### src/rtl/char_lcd_nibble_sequencer_core_macros.svh
// ----------------------------------------------------------------------------
// Assertion macros for the character-LCD nibble sequencer
// Concurrent checks on clk_i / rst_ni; compiled out when SYNTH is defined.
// ----------------------------------------------------------------------------
`ifndef CHAR_LCD_NIBBLE_SEQUENCER_CORE_MACROS_SVH
`define CHAR_LCD_NIBBLE_SEQUENCER_CORE_MACROS_SVH

`ifndef SYNTH
// Generic form with an explicit clock and active-low reset.
`define LCDNS_ASSERT_CLK(lbl, clk, rst_n, prop, msg) \
  lbl: assert property (@(posedge clk) disable iff (!rst_n) prop) else $error(msg);
// Default form on the block clock and reset.
`define LCDNS_ASSERT(lbl, prop, msg) \
  `LCDNS_ASSERT_CLK(lbl, clk_i, rst_ni, prop, msg)
`else
`define LCDNS_ASSERT_CLK(lbl, clk, rst_n, prop, msg)
`define LCDNS_ASSERT(lbl, prop, msg)
`endif

`endif

### src/rtl/lcdns_pkg.sv
// ----------------------------------------------------------------------------
// lcdns_pkg
// Types, constants and the init table of the character-LCD nibble sequencer.
// ----------------------------------------------------------------------------
`default_nettype none

package lcdns_pkg;

  typedef enum logic [2:0] {
    OP_INIT    = 3'd0,
    OP_CMD     = 3'd1,
    OP_CHAR    = 3'd2,
    OP_CURSOR  = 3'd3,
    OP_BL_ON   = 3'd4,
    OP_BL_OFF  = 3'd5
  } op_e;

  typedef enum logic [1:0] {
    JOB_INIT = 2'd0,
    JOB_BYTE = 2'd1,
    JOB_BL   = 2'd2
  } job_kind_e;

  // Three expander writes per nibble.
  typedef enum logic [1:0] {
    PH_DATA    = 2'd0,
    PH_EN_HIGH = 2'd1,
    PH_EN_LOW  = 2'd2
  } phase_e;

  localparam logic [7:0] CMD_CLEAR      = 8'h01;
  localparam logic [7:0] CMD_HOME       = 8'h02;
  localparam logic       CMD_SET_DDRAM  = 1'b1;   // bit 7 of set-cursor command
  localparam logic [6:0] ROW1_BASE      = 7'h40;

  localparam int unsigned BIT_RS = 0;
  localparam int unsigned BIT_EN = 2;
  localparam int unsigned BIT_BL = 3;

  localparam logic [5:0] INIT_DELAY_MS  = 6'd50;
  localparam logic [2:0] ENABLE_HOLD_MS = 3'd1;
  localparam logic [2:0] CLEAR_EXTRA_MS = 3'd2;

  localparam int unsigned INIT_STEPS = 12;  // nibbles in the init sequence
  localparam int unsigned BYTE_STEPS = 2;   // nibbles in one byte
  localparam int unsigned NIB_W      = $clog2(INIT_STEPS);

  localparam int unsigned JOB_FIFO_DEPTH = 2;
  localparam int unsigned JOB_FIFO_PTR_W = $clog2(JOB_FIFO_DEPTH);
  localparam int unsigned JOB_FIFO_CNT_W = $clog2(JOB_FIFO_DEPTH + 1);

  typedef struct packed {
    job_kind_e  kind;
    logic [7:0] data;
    logic       rs;
    logic [2:0] extra;
    logic       bl_on;
  } job_t;

  typedef struct packed {
    logic [7:0] expander_byte;
    logic [5:0] delay_before_ms;
    logic [2:0] delay_after_ms;
    logic       last;
  } out_t;

  typedef struct packed {
    logic [3:0] nibble;
    logic [2:0] extra;
  } init_step_t;

  // Init: wake-up nibbles 3,3,3,2, then commands 0x28, 0x0C, 0x01, 0x06
  // as high/low nibble pairs. Clear gets its extra wait on its low nibble.
  function automatic init_step_t init_step(input logic [NIB_W-1:0] idx);
    init_step_t s;
    s = '{nibble: 4'h0, extra: 3'd0};
    case (idx)
      4'd0:    s = '{nibble: 4'h3, extra: 3'd5};
      4'd1:    s = '{nibble: 4'h3, extra: 3'd5};
      4'd2:    s = '{nibble: 4'h3, extra: 3'd1};
      4'd3:    s = '{nibble: 4'h2, extra: 3'd1};
      4'd4:    s = '{nibble: 4'h2, extra: 3'd0};
      4'd5:    s = '{nibble: 4'h8, extra: 3'd0};
      4'd6:    s = '{nibble: 4'h0, extra: 3'd0};
      4'd7:    s = '{nibble: 4'hC, extra: 3'd0};
      4'd8:    s = '{nibble: 4'h0, extra: 3'd0};
      4'd9:    s = '{nibble: 4'h1, extra: CLEAR_EXTRA_MS};
      4'd10:   s = '{nibble: 4'h0, extra: 3'd0};
      4'd11:   s = '{nibble: 4'h6, extra: 3'd0};
      default: s = '{nibble: 4'h0, extra: 3'd0};
    endcase
    return s;
  endfunction

endpackage

`default_nettype wire

### src/rtl/lcdns_if.sv
// ----------------------------------------------------------------------------
// lcdns channel interfaces
// Operation channel in, expander byte channel out; valid/ready handshake.
// ----------------------------------------------------------------------------
`default_nettype none

interface lcdns_cmd_if;
  logic       valid;
  logic       ready;
  logic [2:0] operation;
  logic [7:0] value;
  logic       row;
  logic [5:0] column;

  modport source (output valid, operation, value, row, column, input ready);
  modport sink   (input valid, operation, value, row, column, output ready);
endinterface

interface lcdns_byte_if;
  logic       valid;
  logic       ready;
  logic [7:0] expander_byte;
  logic [5:0] delay_before_ms;
  logic [2:0] delay_after_ms;
  logic       last;

  modport source (output valid, expander_byte, delay_before_ms, delay_after_ms, last,
                  input ready);
  modport sink   (input valid, expander_byte, delay_before_ms, delay_after_ms, last,
                  output ready);
endinterface

`default_nettype wire

### src/rtl/lcdns_front.sv
// ----------------------------------------------------------------------------
// lcdns_front
// Accepts LCD operations and turns them into jobs for the byte sequencer.
// ----------------------------------------------------------------------------
`default_nettype none

module lcdns_front (
  lcdns_cmd_if.sink        cmd_i,
  input  logic             full_i,
  output logic             push_o,
  output lcdns_pkg::job_t  job_o
);
  import lcdns_pkg::*;

  logic       known;
  logic [6:0] cursor_addr;

  assign cmd_i.ready = !full_i;

  // Row base plus column, wrapped to 7 bits.
  assign cursor_addr = (cmd_i.row ? ROW1_BASE : 7'h00) + {1'b0, cmd_i.column};

  always_comb begin
    known = 1'b1;
    job_o = '{kind: JOB_BYTE, data: cmd_i.value, rs: 1'b0, extra: 3'd0, bl_on: 1'b0};
    case (op_e'(cmd_i.operation))
      OP_INIT: begin
        job_o.kind = JOB_INIT;
      end
      OP_CMD: begin
        if (cmd_i.value == CMD_CLEAR || cmd_i.value == CMD_HOME) begin
          job_o.extra = CLEAR_EXTRA_MS;
        end
      end
      OP_CHAR: begin
        job_o.rs = 1'b1;
      end
      OP_CURSOR: begin
        job_o.data = {CMD_SET_DDRAM, cursor_addr};
      end
      OP_BL_ON: begin
        job_o.kind  = JOB_BL;
        job_o.bl_on = 1'b1;
      end
      OP_BL_OFF: begin
        job_o.kind  = JOB_BL;
        job_o.bl_on = 1'b0;
      end
      default: begin
        known = 1'b0;  // drop undefined codes
      end
    endcase
  end

  assign push_o = cmd_i.valid && cmd_i.ready && known;

endmodule

`default_nettype wire

### src/rtl/lcdns_fifo.sv
// ----------------------------------------------------------------------------
// lcdns_fifo
// Short job queue between the front end and the byte sequencer.
// ----------------------------------------------------------------------------
`default_nettype none

module lcdns_fifo (
  input  logic             clk_i,
  input  logic             rst_ni,
  input  logic             push_i,
  input  lcdns_pkg::job_t  push_data_i,
  output logic             full_o,
  input  logic             pop_i,
  output logic             valid_o,
  output lcdns_pkg::job_t  pop_data_o
);
  import lcdns_pkg::*;

  job_t                      mem_q [JOB_FIFO_DEPTH];
  logic [JOB_FIFO_PTR_W-1:0] wr_ptr_q, wr_ptr_d;
  logic [JOB_FIFO_PTR_W-1:0] rd_ptr_q, rd_ptr_d;
  logic [JOB_FIFO_CNT_W-1:0] count_q, count_d;
  logic                      do_push, do_pop;

  assign full_o     = (count_q == JOB_FIFO_CNT_W'(JOB_FIFO_DEPTH));
  assign valid_o    = (count_q != '0);
  assign pop_data_o = mem_q[rd_ptr_q];
  assign do_push    = push_i && !full_o;
  assign do_pop     = pop_i && valid_o;

  always_comb begin
    wr_ptr_d = wr_ptr_q;
    rd_ptr_d = rd_ptr_q;
    count_d  = count_q;
    if (do_push) begin
      wr_ptr_d = (wr_ptr_q == JOB_FIFO_PTR_W'(JOB_FIFO_DEPTH - 1)) ? '0
                 : wr_ptr_q + JOB_FIFO_PTR_W'(1);
    end
    if (do_pop) begin
      rd_ptr_d = (rd_ptr_q == JOB_FIFO_PTR_W'(JOB_FIFO_DEPTH - 1)) ? '0
                 : rd_ptr_q + JOB_FIFO_PTR_W'(1);
    end
    if (do_push && !do_pop) begin
      count_d = count_q + JOB_FIFO_CNT_W'(1);
    end else if (do_pop && !do_push) begin
      count_d = count_q - JOB_FIFO_CNT_W'(1);
    end
  end

  always_ff @(posedge clk_i or negedge rst_ni) begin
    if (!rst_ni) begin
      wr_ptr_q <= '0;
      rd_ptr_q <= '0;
      count_q  <= '0;
    end else begin
      wr_ptr_q <= wr_ptr_d;
      rd_ptr_q <= rd_ptr_d;
      count_q  <= count_d;
    end
  end

  always_ff @(posedge clk_i) begin
    if (do_push) begin
      mem_q[wr_ptr_q] <= push_data_i;
    end
  end

endmodule

`default_nettype wire

### src/rtl/lcdns_back.sv
// ----------------------------------------------------------------------------
// lcdns_back
// Byte sequencer: expands jobs into expander writes, one per cycle unless stalled.
// ----------------------------------------------------------------------------
`default_nettype none

`include "char_lcd_nibble_sequencer_core_macros.svh"

module lcdns_back (
  input  logic             clk_i,
  input  logic             rst_ni,
  input  logic             head_valid_i,
  input  lcdns_pkg::job_t  head_i,
  output logic             pop_o,
  lcdns_byte_if.source     byte_o
);
  import lcdns_pkg::*;

  job_t             job_q, job_d;
  logic             active_q, active_d;
  logic [NIB_W-1:0] nib_q, nib_d;
  phase_e           phase_q, phase_d;
  logic             bl_q, bl_d;
  out_t             out_q, out_d;
  logic             out_valid_q, out_valid_d;

  job_t       cur;
  logic       emit;
  logic       last;
  logic [3:0] nib_data;
  logic [2:0] extra;
  logic       rs;
  init_step_t step;
  out_t       beat;

  assign cur  = active_q ? job_q : head_i;
  assign emit = (active_q || head_valid_i) && (!out_valid_q || byte_o.ready);
  assign step = init_step(nib_q);

  // Output side: build the current expander write.
  always_comb begin
    nib_data = 4'h0;
    extra    = 3'd0;
    rs       = 1'b0;
    last     = 1'b0;
    beat     = '{expander_byte: 8'h00, delay_before_ms: 6'd0, delay_after_ms: 3'd0,
                 last: 1'b0};
    unique case (cur.kind)
      JOB_INIT: begin
        nib_data = step.nibble;
        extra    = step.extra;
        last     = (nib_q == NIB_W'(INIT_STEPS - 1)) && (phase_q == PH_EN_LOW);
        if (nib_q == '0 && phase_q == PH_DATA) begin
          beat.delay_before_ms = INIT_DELAY_MS;
        end
      end
      JOB_BYTE: begin
        nib_data = nib_q[0] ? cur.data[3:0] : cur.data[7:4];
        extra    = nib_q[0] ? cur.extra : 3'd0;
        rs       = cur.rs;
        last     = (nib_q == NIB_W'(BYTE_STEPS - 1)) && (phase_q == PH_EN_LOW);
      end
      JOB_BL: begin
        last = 1'b1;
      end
      default: begin
        last = 1'b1;
      end
    endcase

    if (cur.kind == JOB_BL) begin
      beat.expander_byte[BIT_BL] = cur.bl_on;
    end else begin
      beat.expander_byte[7:4]    = nib_data;
      beat.expander_byte[BIT_BL] = bl_q;
      beat.expander_byte[BIT_EN] = (phase_q == PH_EN_HIGH);
      beat.expander_byte[BIT_RS] = rs;
      unique case (phase_q)
        PH_DATA:    beat.delay_after_ms = 3'd0;
        PH_EN_HIGH: beat.delay_after_ms = ENABLE_HOLD_MS;
        PH_EN_LOW:  beat.delay_after_ms = ENABLE_HOLD_MS + extra;
        default:    beat.delay_after_ms = 3'd0;
      endcase
    end
    beat.last = last;
  end

  // Next state: walk nibbles and phases, take a job off the queue on its first write.
  always_comb begin
    job_d       = job_q;
    active_d    = active_q;
    nib_d       = nib_q;
    phase_d     = phase_q;
    bl_d        = bl_q;
    out_d       = out_q;
    out_valid_d = out_valid_q;
    pop_o       = emit && !active_q;

    if (emit) begin
      out_d       = beat;
      out_valid_d = 1'b1;
      if (cur.kind == JOB_BL) begin
        bl_d = cur.bl_on;
      end
      if (last) begin
        active_d = 1'b0;
        nib_d    = '0;
        phase_d  = PH_DATA;
      end else begin
        active_d = 1'b1;
        if (!active_q) begin
          job_d = head_i;
        end
        unique case (phase_q)
          PH_DATA:    phase_d = PH_EN_HIGH;
          PH_EN_HIGH: phase_d = PH_EN_LOW;
          PH_EN_LOW: begin
            phase_d = PH_DATA;
            nib_d   = nib_q + NIB_W'(1);
          end
          default:    phase_d = PH_DATA;
        endcase
      end
    end else if (byte_o.ready) begin
      out_valid_d = 1'b0;
    end
  end

  always_ff @(posedge clk_i or negedge rst_ni) begin
    if (!rst_ni) begin
      active_q    <= 1'b0;
      nib_q       <= '0;
      phase_q     <= PH_DATA;
      bl_q        <= 1'b1;
      out_valid_q <= 1'b0;
    end else begin
      active_q    <= active_d;
      nib_q       <= nib_d;
      phase_q     <= phase_d;
      bl_q        <= bl_d;
      out_valid_q <= out_valid_d;
    end
  end

  always_ff @(posedge clk_i) begin
    job_q <= job_d;
    out_q <= out_d;
  end

  assign byte_o.valid           = out_valid_q;
  assign byte_o.expander_byte   = out_q.expander_byte;
  assign byte_o.delay_before_ms = out_q.delay_before_ms;
  assign byte_o.delay_after_ms  = out_q.delay_after_ms;
  assign byte_o.last            = out_q.last;

  `LCDNS_ASSERT(a_en_high_hold, out_valid_q && out_q.expander_byte[BIT_EN] |-> out_q.delay_after_ms == ENABLE_HOLD_MS, "enable-high write without its 1 ms hold")
  `LCDNS_ASSERT(a_lead_wait_first, out_valid_q && out_q.delay_before_ms != 6'd0 |-> !out_q.last && !out_q.expander_byte[BIT_EN], "lead wait on a write other than the first")
  `LCDNS_ASSERT(a_idle_counters, !active_q |-> nib_q == '0 && phase_q == PH_DATA, "sequencer idle with counters not cleared")
  `LCDNS_ASSERT(a_last_ends_job, emit && last |=> !active_q, "sequencer still busy after a final write")

endmodule

`default_nettype wire

### src/rtl/char_lcd_nibble_sequencer_core.sv
// ----------------------------------------------------------------------------
// char_lcd_nibble_sequencer_core
// Character-LCD operations to 4-bit port-expander write sequences.
// ----------------------------------------------------------------------------
// Each accepted operation is expanded into expander bytes, one byte per clock
// while the byte channel takes them: init gives 36 bytes, command, write
// character and set cursor give 6, backlight on/off gives 1, and codes 6 and
// 7 are accepted and dropped. The back-end sequencer that produces one write
// per cycle sets the throughput; a two-entry job queue in front of it lets
// operations be taken while earlier ones are still being expanded, so cmd_i
// stays ready until the queue holds two jobs. Output bytes leave a register,
// in the cycle after the sequencer reaches them.
// ----------------------------------------------------------------------------
`default_nettype none

module char_lcd_nibble_sequencer_core (
  input  logic          clk_i,
  input  logic          rst_ni,
  lcdns_cmd_if.sink     cmd_i,
  lcdns_byte_if.source  byte_o
);
  import lcdns_pkg::*;

  logic full;
  logic push;
  job_t push_job;
  logic pop;
  logic head_valid;
  job_t head_job;

  lcdns_front u_front (
    .cmd_i  (cmd_i),
    .full_i (full),
    .push_o (push),
    .job_o  (push_job)
  );

  lcdns_fifo u_fifo (
    .clk_i       (clk_i),
    .rst_ni      (rst_ni),
    .push_i      (push),
    .push_data_i (push_job),
    .full_o      (full),
    .pop_i       (pop),
    .valid_o     (head_valid),
    .pop_data_o  (head_job)
  );

  lcdns_back u_back (
    .clk_i        (clk_i),
    .rst_ni       (rst_ni),
    .head_valid_i (head_valid),
    .head_i       (head_job),
    .pop_o        (pop),
    .byte_o       (byte_o)
  );

endmodule

`default_nettype wire

### src/flat_wrapper.sv
// flat-port wrapper written by rule: the top's interface ports become plain ports
module char_lcd_nibble_sequencer_core_flat import lcdns_pkg::*;
  (clk_i, rst_ni, cmd_i_valid, cmd_i_operation, cmd_i_value, cmd_i_row, cmd_i_column, cmd_i_ready, byte_o_valid, byte_o_expander_byte, byte_o_delay_before_ms, byte_o_delay_after_ms, byte_o_last, byte_o_ready);
  lcdns_cmd_if cmd_i_i ();
  lcdns_byte_if byte_o_i ();
  input  logic clk_i;
  input  logic rst_ni;
  input wire logic [$bits(cmd_i_i.valid)-1:0] cmd_i_valid;
  input wire logic [$bits(cmd_i_i.operation)-1:0] cmd_i_operation;
  input wire logic [$bits(cmd_i_i.value)-1:0] cmd_i_value;
  input wire logic [$bits(cmd_i_i.row)-1:0] cmd_i_row;
  input wire logic [$bits(cmd_i_i.column)-1:0] cmd_i_column;
  output wire logic [$bits(cmd_i_i.ready)-1:0] cmd_i_ready;
  output wire logic [$bits(byte_o_i.valid)-1:0] byte_o_valid;
  output wire logic [$bits(byte_o_i.expander_byte)-1:0] byte_o_expander_byte;
  output wire logic [$bits(byte_o_i.delay_before_ms)-1:0] byte_o_delay_before_ms;
  output wire logic [$bits(byte_o_i.delay_after_ms)-1:0] byte_o_delay_after_ms;
  output wire logic [$bits(byte_o_i.last)-1:0] byte_o_last;
  input wire logic [$bits(byte_o_i.ready)-1:0] byte_o_ready;
  assign cmd_i_i.valid = cmd_i_valid;
  assign cmd_i_i.operation = cmd_i_operation;
  assign cmd_i_i.value = cmd_i_value;
  assign cmd_i_i.row = cmd_i_row;
  assign cmd_i_i.column = cmd_i_column;
  assign cmd_i_ready = cmd_i_i.ready;
  assign byte_o_valid = byte_o_i.valid;
  assign byte_o_expander_byte = byte_o_i.expander_byte;
  assign byte_o_delay_before_ms = byte_o_i.delay_before_ms;
  assign byte_o_delay_after_ms = byte_o_i.delay_after_ms;
  assign byte_o_last = byte_o_i.last;
  assign byte_o_i.ready = byte_o_ready;
  char_lcd_nibble_sequencer_core u_core (.clk_i(clk_i), .rst_ni(rst_ni), .cmd_i(cmd_i_i), .byte_o(byte_o_i));
endmodule
### config.mk
export PLATFORM = sky130hd
export DESIGN_NAME = char_lcd_nibble_sequencer_core_flat
export DESIGN_NICKNAME = d
export VERILOG_FILES = /design/src/rtl/lcdns_pkg.sv /design/src/rtl/lcdns_if.sv /design/src/rtl/lcdns_front.sv /design/src/rtl/lcdns_fifo.sv /design/src/rtl/lcdns_back.sv /design/src/rtl/char_lcd_nibble_sequencer_core.sv /design/src/flat_wrapper.sv
export VERILOG_INCLUDE_DIRS = /design/src /design/src/rtl
export SDC_FILE = /design/constraint.sdc
export NUM_CORES = 1
export LEC_CHECK = 0
export ABC_AREA = 1
export BUFFER_PORTS_ARGS = -buffer_cell sky130_fd_sc_hd__buf_2
export CORE_ASPECT_RATIO = 0.7
export CORE_MARGIN = 10
export CORE_UTILIZATION = 37
export CTS_BUF_LIST = sky130_fd_sc_hd__clkbuf_16
export CTS_CLUSTER_SIZE = 40
export DETAILED_ROUTE_END_ITERATION = 10
export SKIP_CTS_REPAIR_TIMING = 1
export SYNTH_ARGS = -nofsm -noshare
export SYNTH_HDL_FRONTEND = slang
export SYNTH_SLANG_ARGS = --single-unit
### constraint.sdc
create_clock -name clk_i -period 2.4 [get_ports clk_i]
set_clock_uncertainty 0.2 [all_clocks]
set_input_delay 0.36 -clock clk_i [delete_from_list [all_inputs] [get_ports clk_i]]
set_output_delay 0.36 -clock clk_i [all_outputs]
set_load 0.05 [all_outputs]
Yosys cells after proc, flatten, opt, wreduce, memory -nomap -nowiden
Memories as Yosys holds them, arrays and structs flattened.
Cells that the tools add are included.
- multiplexer cells: 30
- bitwise logic cells: 2
- $add $sub $neg: 7
- reduce and logical (&&, ||, !) cells: 32
- equal/unequal tests: 14
- operators by type and width (cell ; number):
    $mux 15 ; 1
    $mux 4 ; 3
    $pmux 3 s2 ; 2
    $logic_and 1x1->1 ; 11
    $mux 1 ; 11
    $eq 8x1->1 const B ; 1
    $eq 8x2->1 const B ; 1
    $mux 2 ; 4
    $mux 8 ; 1
    $pmux 2 s2 ; 2
    $pmux 4 s2 ; 1
    $reduce_bool 2->1 ; 4
    $add 7x6->7 ; 1
    $mux 7 ; 1
    $eq 2x2->1 const B ; 3
    $eq 3x2->1 const B ; 2
    $eq 3x3->1 const B ; 2
    $mux 3 ; 2
    $mux 6 ; 1
    $reduce_or 6->1 ; 1
    $logic_not 1->1 ; 5
    $add 4x1->4 const B ; 1
    $eq 2x1->1 const B ; 2
    $eq 4x1->1 const B ; 1
    other kinds (14) ; 21
- bits in read-only memories: 112
- register bits after elaboration: 45
- memories: 2
- word-level logic and storage cells: 106
- output and inout port bits: 20
- RAM bits: 30
- memories (memory ; depth ; bits a word ; read ports ; clocked after memory_dff ; write ports ; RTL line ; RTL):
    (no name shown) ; 16 ; 7 ; 1 ; 0 ; 0 ; lcdns_pkg.sv:77 ; case (idx)
    u_core.u_fifo.mem_q ; 2 ; 15 ; 1 ; 0 ; 1 ; lcdns_fifo.sv:19 ; job_t mem_q [JOB_FIFO_DEPTH];

Longest topological paths before layout
Gate-level depths: netlist of run 1.
- word-level depth: 9
- gate-level depth with buffers: 13
- mapped depth without buffers: 13

Cells and area by module
Synthesis of run 1 repeated with hierarchy kept, for this count alone.
- cell total of the unflattened synthesis: 394
- area, all modules: 3683.5 sq um
- modules (own cells, without submodules) (module ; seq. area each (sq um) ; cells each ; area each (sq um) ; instances):
    lcdns_back ; 1037.2 ; 231 ; 2065.7 ; 1
    lcdns_fifo ; 1001.0 ; 110 ; 1341.3 ; 1
    lcdns_front ; 0.0 ; 53 ; 276.5 ; 1

Worst setup path after synthesis of run 1
Ideal clock, no wire load.
- path type: register to register
- start point: reg u_core.u_back.out_valid_q, in the netlist u_core.u_back.byte_o.valid
- end point: reg u_core.u_fifo.count_q[1]
- buffers on the path: 0
- period minus slack after synthesis: 2.464 ns
- path slack: -0.064 ns
- cell stages (with the launch flop): 9
- setup time: 0.124 ns
- required time: 2.076 ns
- arrival: 2.140 ns
- cell sequence: dfrtp_1 -> nand2_1 -> nand2_1 -> clkinv_1 -> nand2_1 -> ha_1 -> a21oi_1 -> o21ai_0 -> xnor2_1
- word-level cells in the longest chain between the ends: 8
- ends and longest elaborated chain (what ; RTL line ; RTL):
    start: declaration ; lcdns_back.sv:25 ; logic out_valid_q, out_valid_d;
    start signal: assignment ; lcdns_back.sv:141 ; out_valid_q <= out_valid_d;
    $logic_not 1->1 (*) ; lcdns_back.sv:37 ; assign emit = (active_q || head_valid_i) && (!out_valid_q || byte_o.ready);
    $logic_or 1x1->1 (*) ; lcdns_back.sv:37 ;
    $logic_and 1x1->1 (*) ; lcdns_back.sv:37 ;
    named net u_core.u_back.emit ; lcdns_back.sv:28 ; logic emit;
    $logic_and 1x1->1 (*) ; lcdns_back.sv:97 ; pop_o = emit && !active_q;
    $logic_and 1x1->1 (*) ; lcdns_fifo.sv:29 ; assign do_pop = pop_i && valid_o;
    $logic_not 1->1 ; lcdns_fifo.sv:43 ; if (do_push && !do_pop) begin
    $logic_and 1x1->1 ; lcdns_fifo.sv:43 ;
    $mux 2 / $reduce_bool 2->1 (equally long branches) ; -- ;
    end signal: assignment ; lcdns_fifo.sv:58 ; count_q <= count_d;
    end: declaration ; lcdns_fifo.sv:22 ; logic [JOB_FIFO_CNT_W-1:0] count_q, count_d;
Mark *: on every way through the listed nets, which the timed path passes. The rest lies on a longest branch.
A chain may end at the register's enable or synchronous reset.

Worst setup path after layout of run 1
- start point: reg u_core.u_fifo.rd_ptr_q
- end point: reg u_core.u_back.out_q, in the netlist u_core.u_back.byte_o.delay_after_ms[2], data pin
- word-level cells in the longest chain between the ends: 6
- ends and longest elaborated chain (what ; RTL line ; RTL):
    start: declaration ; lcdns_fifo.sv:21 ; logic [JOB_FIFO_PTR_W-1:0] rd_ptr_q, rd_ptr_d;
    start signal: assignment ; lcdns_fifo.sv:57 ; rd_ptr_q <= rd_ptr_d;
    $mem_v2 2x15 (*) ; -- ;
    $mux 15 (*) ; -- ;
    $eq 2x1->1, or another cell as far along ; lcdns_back.sv:48 ; unique case (cur.kind)
    $pmux 3 s2 ; lcdns_back.sv:48 ;
    $add 1x3->3 ; lcdns_back.sv:81 ; PH_EN_LOW: beat.delay_after_ms = ENABLE_HOLD_MS + extra;
    $pmux 3 s2 ; lcdns_back.sv:78 ; unique case (phase_q)
    end signal: assignment ; lcdns_back.sv:147 ; out_q <= out_d;
    end: declaration ; lcdns_back.sv:24 ; out_t out_q, out_d;
Mark *: on every way between the ends. The rest lies on a longest branch, timed or not.

==> results of run 1 <==
[logic make-up (layout without fill, tap and decap cells)]
| family | count (synthesis) | count (layout) |
|---|---|---|
| and+or+nand+nor | 132 | 132 |
| DFF | 66 | 66 |
| AOI/OAI and AO/OA | 48 | 48 |
| buffers and inverters | 44 | 95 |
| adders and majority gates | 12 | 12 |
| muxes | 5 | 5 |
| xor gates and xnor gates | 3 | 3 |
| other | 1 | 4 |
[cell usage after synthesis]
cell | n | area, sq um
dfrtp_1 | 12 | 300
inv_2 | 3 | 11.3
ha_1 | 12 | 150
nand2_2 | 2 | 12.5
or2_0 | 1 | 6.26
xnor2_1 | 2 | 17.5
buf_2 | 3 | 15.0
o21ai_0 | 9 | 45.0
conb_1 | 1 | 3.75
nor4_1 | 1 | 6.26
nor2_2 | 1 | 6.26
o31ai_2 | 1 | 12.5
o211ai_1 | 2 | 15.0
mux2_2 | 5 | 56.3
o21ai_1 | 7 | 35.0
or2_2 | 1 | 6.26
a21oi_1 | 28 | 140
nand2_1 | 58 | 218
xor2_1 | 1 | 8.76
nor2_1 | 35 | 131
clkinv_1 | 1 | 3.75
o21bai_1 | 1 | 7.51
inv_1 | 27 | 101
buf_4 | 6 | 45.0
dfstp_2 | 1 | 26.3
and2_1 | 2 | 12.5
buf_6 | 1 | 11.3
edfxtp_1 | 53 | 1590
nor3_1 | 7 | 35.0
nand3_1 | 19 | 95.1
nand4_1 | 5 | 31.3
clkbuf_1 | 3 | 11.3
[through the flow]
| stage | power, mW | instances |
|---|---|---|
| final | 5.90 | 470 |
| after global routing | 6.30 | 470 |
| after CTS | 5.94 | 469 |
| after detailed placement | 4.42 | 453 |
| after global placement | 4.37 | 453 |
| after floorplan | 3.74 | 314 |
[worst paths after layout]
path	from	to	slack (ps)
max reg2reg	u_core.u_fifo.rd_ptr_q	u_core.u_back.byte_o.delay_after_ms[2]	260
min reg2reg	u_core.u_fifo.count_q[1]	u_core.u_fifo.count_q[1]	300
min in group asynchronous	rst_ni	u_core.u_back.byte_o.valid	260
min	byte_o_ready	u_core.u_back.byte_o.valid	80
max in group asynchronous	rst_ni	u_core.u_back.bl_q	1440
max	u_core.u_fifo.rd_ptr_q	u_core.u_back.byte_o.delay_after_ms[2]	260
[report_power, final]
part	leakage (nW)	internal, mW	switching (mW)
clock network	0.159	1.01	0.498
registers	0.665	1.83	0.190
logic	0.819	0.662	1.71
[final cells by class]
cell class / instances / area (sq um) / share of cell area
Multi-Input combinational cell: 204 / 1060 / 0.277
Sequential cell: 66 / 1920 / 0.499
Clock inverter: 7 / 118 / 0.0306
Inverter: 31 / 118 / 0.0306
Tap cell: 105 / 131 / 0.0342
Clock buffer: 9 / 225 / 0.0586
Timing Repair Buffer: 48 / 270 / 0.0703
[sequential cells by signal, indices dropped and copies added (netlist names)]
name,count
u_core.u_back.active_q,1
u_core.u_back.bl_q,1
u_core.u_back.byte_o.delay_after_ms,3
u_core.u_back.byte_o.delay_before_ms,1
u_core.u_back.byte_o.expander_byte,7
u_core.u_back.byte_o.last,1
u_core.u_back.byte_o.valid,1
u_core.u_back.job_q,15
u_core.u_back.nib_q,4
u_core.u_back.phase_q,2
u_core.u_fifo.count_q,2
u_core.u_fifo.mem_q,26
u_core.u_fifo.rd_ptr_q,1
u_core.u_fifo.wr_ptr_q,1
[per-layer routing]
| metal | share of wire | track usage |
|---|---|---|
| met1 | 0.51 | 0.165 |
| met2 | 0.43 | 0.154 |
| met3 | 0.059 | 0.0453 |
| met4 | 0.0056 | 0.0358 |
| met5 | 0 | 0 |
[critical path: stages, from the launching register on]
cell and delay (ps):
dfrtp_1 440, inv_1 120, nand2_1 60, nand3_1 90, nand2_1 150, nor2_2 240
nand3_1 110, o31ai_2 90, ha_1 180, inv_1 50, a21oi_1 110, nor2_1 60
==> flow_summary.json, run 1 <==
{
  "status": "finished clean",
  "globalRouteOverflowTotal": 0,
  "die_y_um": 97.4,
  "setup-violations-final": 0,
  "final_hold_viol_count": 0,
  "netlist_instances": 311,
  "final.setup.tns_ps": 0,
  "hold_depth": 4,
  "gp_congestion": 0.846,
  "die_x_um": 131,
  "path_clk_slew_ps": 60,
  "drive_above_1_share": 0.211,
  "synth-compound-area-share": 0.0805,
  "grt.total_usage": 0.115,
  "power.density_mw_per_mm2": 1530,
  "antenna_found_initial": 0,
  "ys_seq_area_frac": 0.605,
  "synth.avg_cell_area_sq_um": 10.2,
  "ir_worst_vdd_v": 0.000708,
  "num_antenna_cells": 0,
  "cp-start-kind": "register",
  "yosysUniqueCellTypes": 32,
  "synth_fa_ha_area_frac": 0.0474,
  "period_needed_ps": 2140,
  "fin_hold_ws_ps": 84.9,
  "postLayoutCellArea_sq_mm": 0.00384,
  "grt_pass1_wl_mm": 11.4,
  "via_per_inst": 4.84,
  "fin_ws_ps": 258,
  "numPortBuffers": 37,
  "path_max_fanout": 7,
  "grt_pass1_vias": 2202,
  "vias": 2273,
  "place_hpwl_mm": 5.21,
  "ys_seq_elements": 66,
  "min_period_over_period": 0.893,
  "crit_path_end_kind": "register",
  "start_util": 0.377,
  "ys_warn_count": 0,
  "cts_tree": "yes",
  "syn_area_sq_mm": 0.00317,
  "insertion_delay_ps": 330,
  "dr.first_iter.drc_count": 117,
  "io_pins": 42,
  "final_nets": 394,
  "synth_mux_area_frac": 0.0178,
  "dp_slack_ps": 287,
  "design.die.area_sq_mm": 0.0127,
  "core_sq_mm": 0.00841,
  "final.fill_count": 802,
  "clockBufferDepth": 2,
  "numCtsBuffers": 9,
  "placed_cell_area_sq_mm": 0.00349,
  "antenna_left": 0,
  "routed_wl_mm": 7.09,
  "row_count": 28,
  "final_common_cell": "nand2_1",
  "hold_path.class": "input port to register",
  "first_pass_iters": 4,
  "drc": 0,
  "rsz0062_at_grt": "no",
  "worstPathRequired_ps": 2290,
  "synth_top_family_by_area": "simple AND/OR/NAND/NOR gates",
  "htree_levels": 3,
  "final_cell_mix": "58 x nand2_1, 53 x edfxtp_1, 37 x buf_2",
  "syn_to_final_growth_pct": 21.3,
  "final_max_slew_viol_count": 0,
  "synth_xor_area_frac": 0.00829,
  "synth-simple-area-share": 0.177,
  "power_leakage_nw": 1.64,
  "crit_type": "register to register",
  "final_core_util": 0.457,
  "reg2reg_depth": 11,
  "drv_cap": 0,
  "clock-sinks": 66,
  "arrival_ps": 2030,
  "fmax_ghz": 0.467,
  "wl_per_cell_um": 15.1,
  "cts_root_buffer": "clkbuf_16",
  "grt_max_degree": 20
}
Note: power is estimated with default switching activity, not from simulation.
==> run 2, diff against run 1 <==
--- a/config.mk
+++ b/config.mk
@@ -6,7 +6,6 @@
 export SDC_FILE = /design/constraint.sdc
 export NUM_CORES = 1
 export LEC_CHECK = 0
-export ABC_AREA = 1
 export BUFFER_PORTS_ARGS = -buffer_cell sky130_fd_sc_hd__buf_2
 export CORE_ASPECT_RATIO = 0.7
 export CORE_MARGIN = 10
==> run 2 against run 1 <==
Compared with the run above: the flow now finishes with violations (setup timing); area after synthesis down 0.24%; largest power group unchanged; non-clock buffer count increased by 5; via count shrank 12%; critical path type unchanged; maximum frequency fell by 11%.
==> flow_summary.json, run 2 <==
{
  "globalRouteOverflowTotal": 0,
  "cts_root_buffer": "clkbuf_16",
  "gp_congestion": 0.816,
  "slowest_delay_ps": 390,
  "drive_above_1_share": 0.295,
  "grt_pass1_wl_mm": 10.7,
  "final.setup.tns_ps": -3.07,
  "placed_cell_area_sq_mm": 0.00353,
  "ys_seq_area_frac": 0.607,
  "violations": "setup timing",
  "clock-sinks": 66,
  "grt_pass1_vias": 2179,
  "start_util": 0.378,
  "crit_path_end_kind": "register",
  "htree_levels": 3,
  "postLayoutCellArea_sq_mm": 0.00387,
  "num_antenna_cells": 0,
  "vias": 2007,
  "min_period_over_period": 1.00,
  "final_hold_viol_count": 0,
  "synth.top_cell.area_share": 0.503,
  "path_clk_slew_ps": 50,
  "syn_area_sq_mm": 0.00316,
  "hp-start": "cmd_i_value[7]",
  "fin_ws_ps": -3.07,
  "final_common_cell": "edfxtp_1",
  "synth.top_cells.by_count": "53 x edfxtp_1, 25 x nand2_1, 16 x o21ai_0",
  "die_x_um": 130,
  "total_power_mw": 5.57,
  "final_cell_mix": "53 x edfxtp_1, 37 x buf_2, 25 x nand2_1",
  "ys_warn_count": 0,
  "synth_most_common_cell": "edfxtp_1",
  "place_hpwl_mm": 4.72,
  "r2r-start": "u_core.u_fifo.rd_ptr_q",
  "final_nets": 337,
  "fmax_ghz": 0.416,
  "arrival_ps": 2270,
  "yosysUniqueCellTypes": 42,
  "yosys.area.top_type": "edfxtp_1",
  "grt.total_usage": 0.107,
  "power.density_mw_per_mm2": 1440,
  "drv_cap": 0,
  "startpoint": "u_core.u_fifo.rd_ptr_q",
  "synth-edff-count": 53,
  "dominantRegCellSynth": "edfxtp_1",
  "crit_type": "register to register",
  "insertion_delay_ps": 320,
  "path_max_fanout": 3,
  "fin_cells": 413,
  "power_leakage_nw": 1.56,
  "final_core_util": 0.462,
  "fin_hold_ws_ps": 146,
  "numCtsBuffers": 9,
  "clockBufferDepth": 2,
  "via_per_inst": 4.86,
  "cp-start-kind": "register",
  "synth.area.top_cells": "edfxtp_1 50%, dfrtp_1 9.5%, ha_1 4.7%",
  "core_sq_mm": 0.00837,
  "synth.avg_cell_area_sq_um": 12.6,
  "ir_worst_vdd_v": 0.000808,
  "status": "complete, but fails checks",
  "hold_path.class": "input port to register",
  "largest_reg_flops": 26,
  "antenna_found_initial": 0,
  "grt_max_degree": 31,
  "netlist_instances": 251,
  "syn_to_final_growth_pct": 22.4,
  "final_max_slew_viol_count": 0,
  "die_y_um": 97.3,
  "dp_slack_ps": -30.5,
  "ys_seq_elements": 66,
  "cts_tree": "yes",
  "io_pins": 42,
  "wl_per_cell_um": 15.7,
  "dr.first_iter.drc_count": 110,
  "crit_slowest_cell": "dfrtp_1",
  "rsz0062_at_grt": "yes",
  "numPortBuffers": 37,
  "crit_chain": "mux2_4 > mux2i_4 > inv_4 > or2_2 > a21oi_2 > ha_2 > nor2_2 > a221oi_2 > nor2b_1",
  "design.die.area_sq_mm": 0.0127,
  "largest-register": "u_core.u_fifo.mem_q",
  "row_count": 28,
  "async_flop_share": 0.197,
  "period_needed_ps": 2400,
  "drc": 0,
  "first_pass_iters": 5,
  "setup-violations-final": 1,
  "worstPathRequired_ps": 2270,
  "routed_wl_mm": 6.47,
  "antenna_left": 0,
  "placedCellCount": 396
}
-- run 2: cell families (layout without fill, tap and decap cells) --
family,after synthesis,in the layout,synth area share
multiplexers,25,25,0.0878
XOR/XNOR,6,6,0.0166
buffers and inverters,25,79,0.0423
AND/OR/NAND/NOR,77,77,0.122
adder cells (fa/ha/maj),12,12,0.0475
other,1,4,0.00119
AO/OA/AOI/OAI,39,39,0.0760
flip-flops,66,66,0.607
-- run 2: path summary, 6_finish.rpt --
| kind | end | cells after the start | slack (ps) |
|---|---|---|---|
| worst max-delay path | u_core.u_back.byte_o.delay_after_ms[2] | 9 | -3 |
| worst min-delay path | u_core.u_fifo.mem_q[0][12] | 2 | 150 |
| worst max register to register | u_core.u_back.byte_o.delay_after_ms[2] | 9 | -3 |
| worst min register to register | u_core.u_fifo.wr_ptr_q | 1 | 300 |
| max in group asynchronous | u_core.u_back.bl_q | 2 | 1440 |
| min in group asynchronous | u_core.u_fifo.count_q[1] | 2 | 270 |
-- run 2: layout make-up --
type	count	area (sq um)
clock buffer	9	225
clock inverter	7	85.1
fill	778	4500
inverter	10	40.0
multi-input combinational	163	1150
sequential	66	1920
tap	105	131
timing repair buffer	53	320
-- run 2: per-layer routing --
layer / global-route usage / vias up / routed length, um
li1: - / 1009 / -
met1: 0.142 / 948 / 3140
met2: 0.156 / 48 / 2910
met3: 0.0431 / 2 / 402
met4: 0.0290 / 0 / 23
met5: 0 / - / 0
-- run 2: critical path: cells and delay by family, from the launching register on --
kind / cells / cell delay [ps]
buffers and inverters: 1 / 50
muxes: 2 / 490
DFF: 1 / 390
and+or+nand+nor: 3 / 420
AOI/OAI and AO/OA: 2 / 390
adders and majority gates: 1 / 240
-- run 2: power by group --
part           internal [mW]  switching (mW)
Sequential              1.78           0.165
Clock                  0.897           0.446
Combinational          0.771            1.51
==> run 3, diff against run 2 <==
--- a/config.mk
+++ b/config.mk
@@ -7,12 +7,15 @@
 export NUM_CORES = 1
 export LEC_CHECK = 0
 export BUFFER_PORTS_ARGS = -buffer_cell sky130_fd_sc_hd__buf_2
+export CELL_PAD_IN_SITES_DETAIL_PLACEMENT = 1
+export CELL_PAD_IN_SITES_GLOBAL_PLACEMENT = 2
 export CORE_ASPECT_RATIO = 0.7
 export CORE_MARGIN = 10
-export CORE_UTILIZATION = 37
+export CORE_UTILIZATION = 35
 export CTS_BUF_LIST = sky130_fd_sc_hd__clkbuf_16
 export CTS_CLUSTER_SIZE = 40
 export DETAILED_ROUTE_END_ITERATION = 10
+export PLACE_DENSITY_LB_ADDON = 0.1
 export SKIP_CTS_REPAIR_TIMING = 1
 export SYNTH_ARGS = -nofsm -noshare
 export SYNTH_HDL_FRONTEND = slang
==> run 3 against run 2 <==
Compared with the run above: the flow now finishes without violations; via count grew 1.0%; count of clock-buffer cells in the layout stayed put; total power is 1.3% lower; worst setup slack gained 18 ps; flip-flop and latch count unchanged; routed wire length up 5.5%; critical path type unchanged; largest power group unchanged; highest routed layer unchanged.
==> flow_summary.json, run 3 (synthesis results as in run 2) <==
{
  "grt.total_usage": 0.108,
  "hp-start": "byte_o_ready",
  "final_max_slew_viol_count": 0,
  "final_cell_mix": "53 x edfxtp_1, 37 x buf_2, 25 x nand2_1",
  "arrival_ps": 2260,
  "p_clk_frac": 0.222,
  "wl_per_cell_um": 15.9,
  "place_hpwl_mm": 5.03,
  "crit_path_end_kind": "register",
  "largest_reg_flops": 26,
  "htree_levels": 3,
  "min_period_over_period": 0.994,
  "design.die.area_sq_mm": 0.0133,
  "insertion_delay_ps": 330,
  "path_clk_slew_ps": 50,
  "worstPathRequired_ps": 2270,
  "vias": 2028,
  "rsz0062_at_grt": "yes",
  "start_util": 0.367,
  "ir_worst_vdd_v": 0.000629,
  "final.fill_count": 946,
  "reg2reg_depth": 9,
  "r2r-start": "u_core.u_fifo.rd_ptr_q",
  "gp_congestion": 0.725,
  "clock-sinks": 66,
  "routed_wl_mm": 6.83,
  "cts_tree": "yes",
  "globalRouteOverflowTotal": 0,
  "internal_power_mw": 3.36,
  "final_common_cell": "edfxtp_1",
  "p_sw_frac": 0.388,
  "core_sq_mm": 0.00862,
  "final_nets": 339,
  "grt_max_degree": 31,
  "fin_cells": 429,
  "r2r_end": "u_core.u_back.byte_o.delay_after_ms[2]",
  "seqPwrFrac": 0.354,
  "via_per_inst": 4.73,
  "p_comb_frac": 0.423,
  "final_core_util": 0.450,
  "largest-register": "u_core.u_fifo.mem_q",
  "regArea_sq_mm": 0.00192,
  "crit_type": "register to register",
  "num_antenna_cells": 0,
  "dr.first_iter.drc_count": 94,
  "power_switching_mw": 2.13,
  "clockBufferDepth": 2,
  "setup-violations-final": 0,
  "cts_root_buffer": "clkbuf_16",
  "postLayoutCellArea_sq_mm": 0.00388,
  "numCtsBuffers": 9,
  "hold_path.class": "input port to register",
  "drive_above_1_share": 0.291,
  "path_max_fanout": 4,
  "hold_end": "u_core.u_back.active_q",
  "numPortBuffers": 37,
  "rrSetupSlack_ps": 10,
  "antenna_left": 0,
  "die_x_um": 134,
  "grt_pass1_vias": 2185,
  "antenna_found_initial": 0,
  "placed_cell_area_sq_mm": 0.00356,
  "die_y_um": 99.5,
  "syn_to_final_growth_pct": 22.8,
  "final_hold_viol_count": 0,
  "cp-start-kind": "register",
  "io_pins": 42,
  "status": "finished clean",
  "final.setup.tns_ps": 0,
  "power.density_mw_per_mm2": 1420,
  "multi_input_area_sq_mm": 0.00116,
  "drc": 0,
  "fmax_ghz": 0.419,
  "hold_depth": 4,
  "grt_pass1_wl_mm": 11.4,
  "placedCellCount": 413,
  "period_needed_ps": 2390,
  "row_count": 28,
  "power_leakage_nw": 1.56,
  "first_pass_iters": 4,
  "drv_cap": 0
}
==> run 3: how the worst max path moves through the flow <==
stage,from,end,slack [ps],depth (start not counted)
4_1_cts,u_core.u_fifo.rd_ptr_q,u_core.u_back.byte_o.delay_after_ms[2],-60,9
3_5_place_dp,u_core.u_fifo.rd_ptr_q,u_core.u_back.byte_o.delay_after_ms[2],-60,9
6_report,u_core.u_fifo.rd_ptr_q,u_core.u_back.byte_o.delay_after_ms[2],10,9
5_1_grt,u_core.u_fifo.rd_ptr_q,u_core.u_back.byte_o.delay_after_ms[2],-60,9
3_3_place_gp,u_core.u_fifo.rd_ptr_q,u_core.u_back.byte_o.delay_after_ms[2],20,9
2_1_floorplan,u_core.u_fifo.rd_ptr_q,u_core.u_back.byte_o.delay_after_ms[2],-170,10
==> run 3: layout make-up <==
type                    count  area share
repair buffers             55      0.0864
clock buffers               9      0.0580
multi-input cells         163       0.299
clock inverters             6      0.0132
well taps                 120      0.0387
flip-flops and latches     66       0.494
inverters                  10      0.0103
==> run 3: metrics by stage <==
stage	power (mW)	hold WS, ps	setup WS (ps)
final	5.49	129	14.9
after CTS	5.55	-260	-63.4
after global placement	4.27	95.1	18.1
after detailed placement	4.29	102	-58.8
after floorplan	3.60	-136	-171
after global routing	5.90	148	-63.9
==> run 3: layer usage <==
metal  track usage  routed length [um]  vias up
met3        0.0427                 339       10
li1              -                   -     1007
met1         0.148                3480      973
met2         0.150                2920       38
met5             0                   0        -
met4        0.0350                  89        0
==> run 3: critical path: stages, from the launching register on <==
cell	delay [ps]
dfrtp_1	380
mux2_4	310
mux2i_4	180
inv_4	50
or3_1	320
a21oi_2	200
ha_4	180
nor2_2	40
a221oi_2	210
nor2b_1	70
==> run 3: power groups by stage <==
stage	sequential (mW)	combinational (mW)	clock, mW
floorplan	2.29	1.30	0
global placement	1.96	2.31	0
detailed placement	1.97	2.32	0
CTS	1.95	2.34	1.26
global route	2.00	2.58	1.32
finish	1.95	2.32	1.22
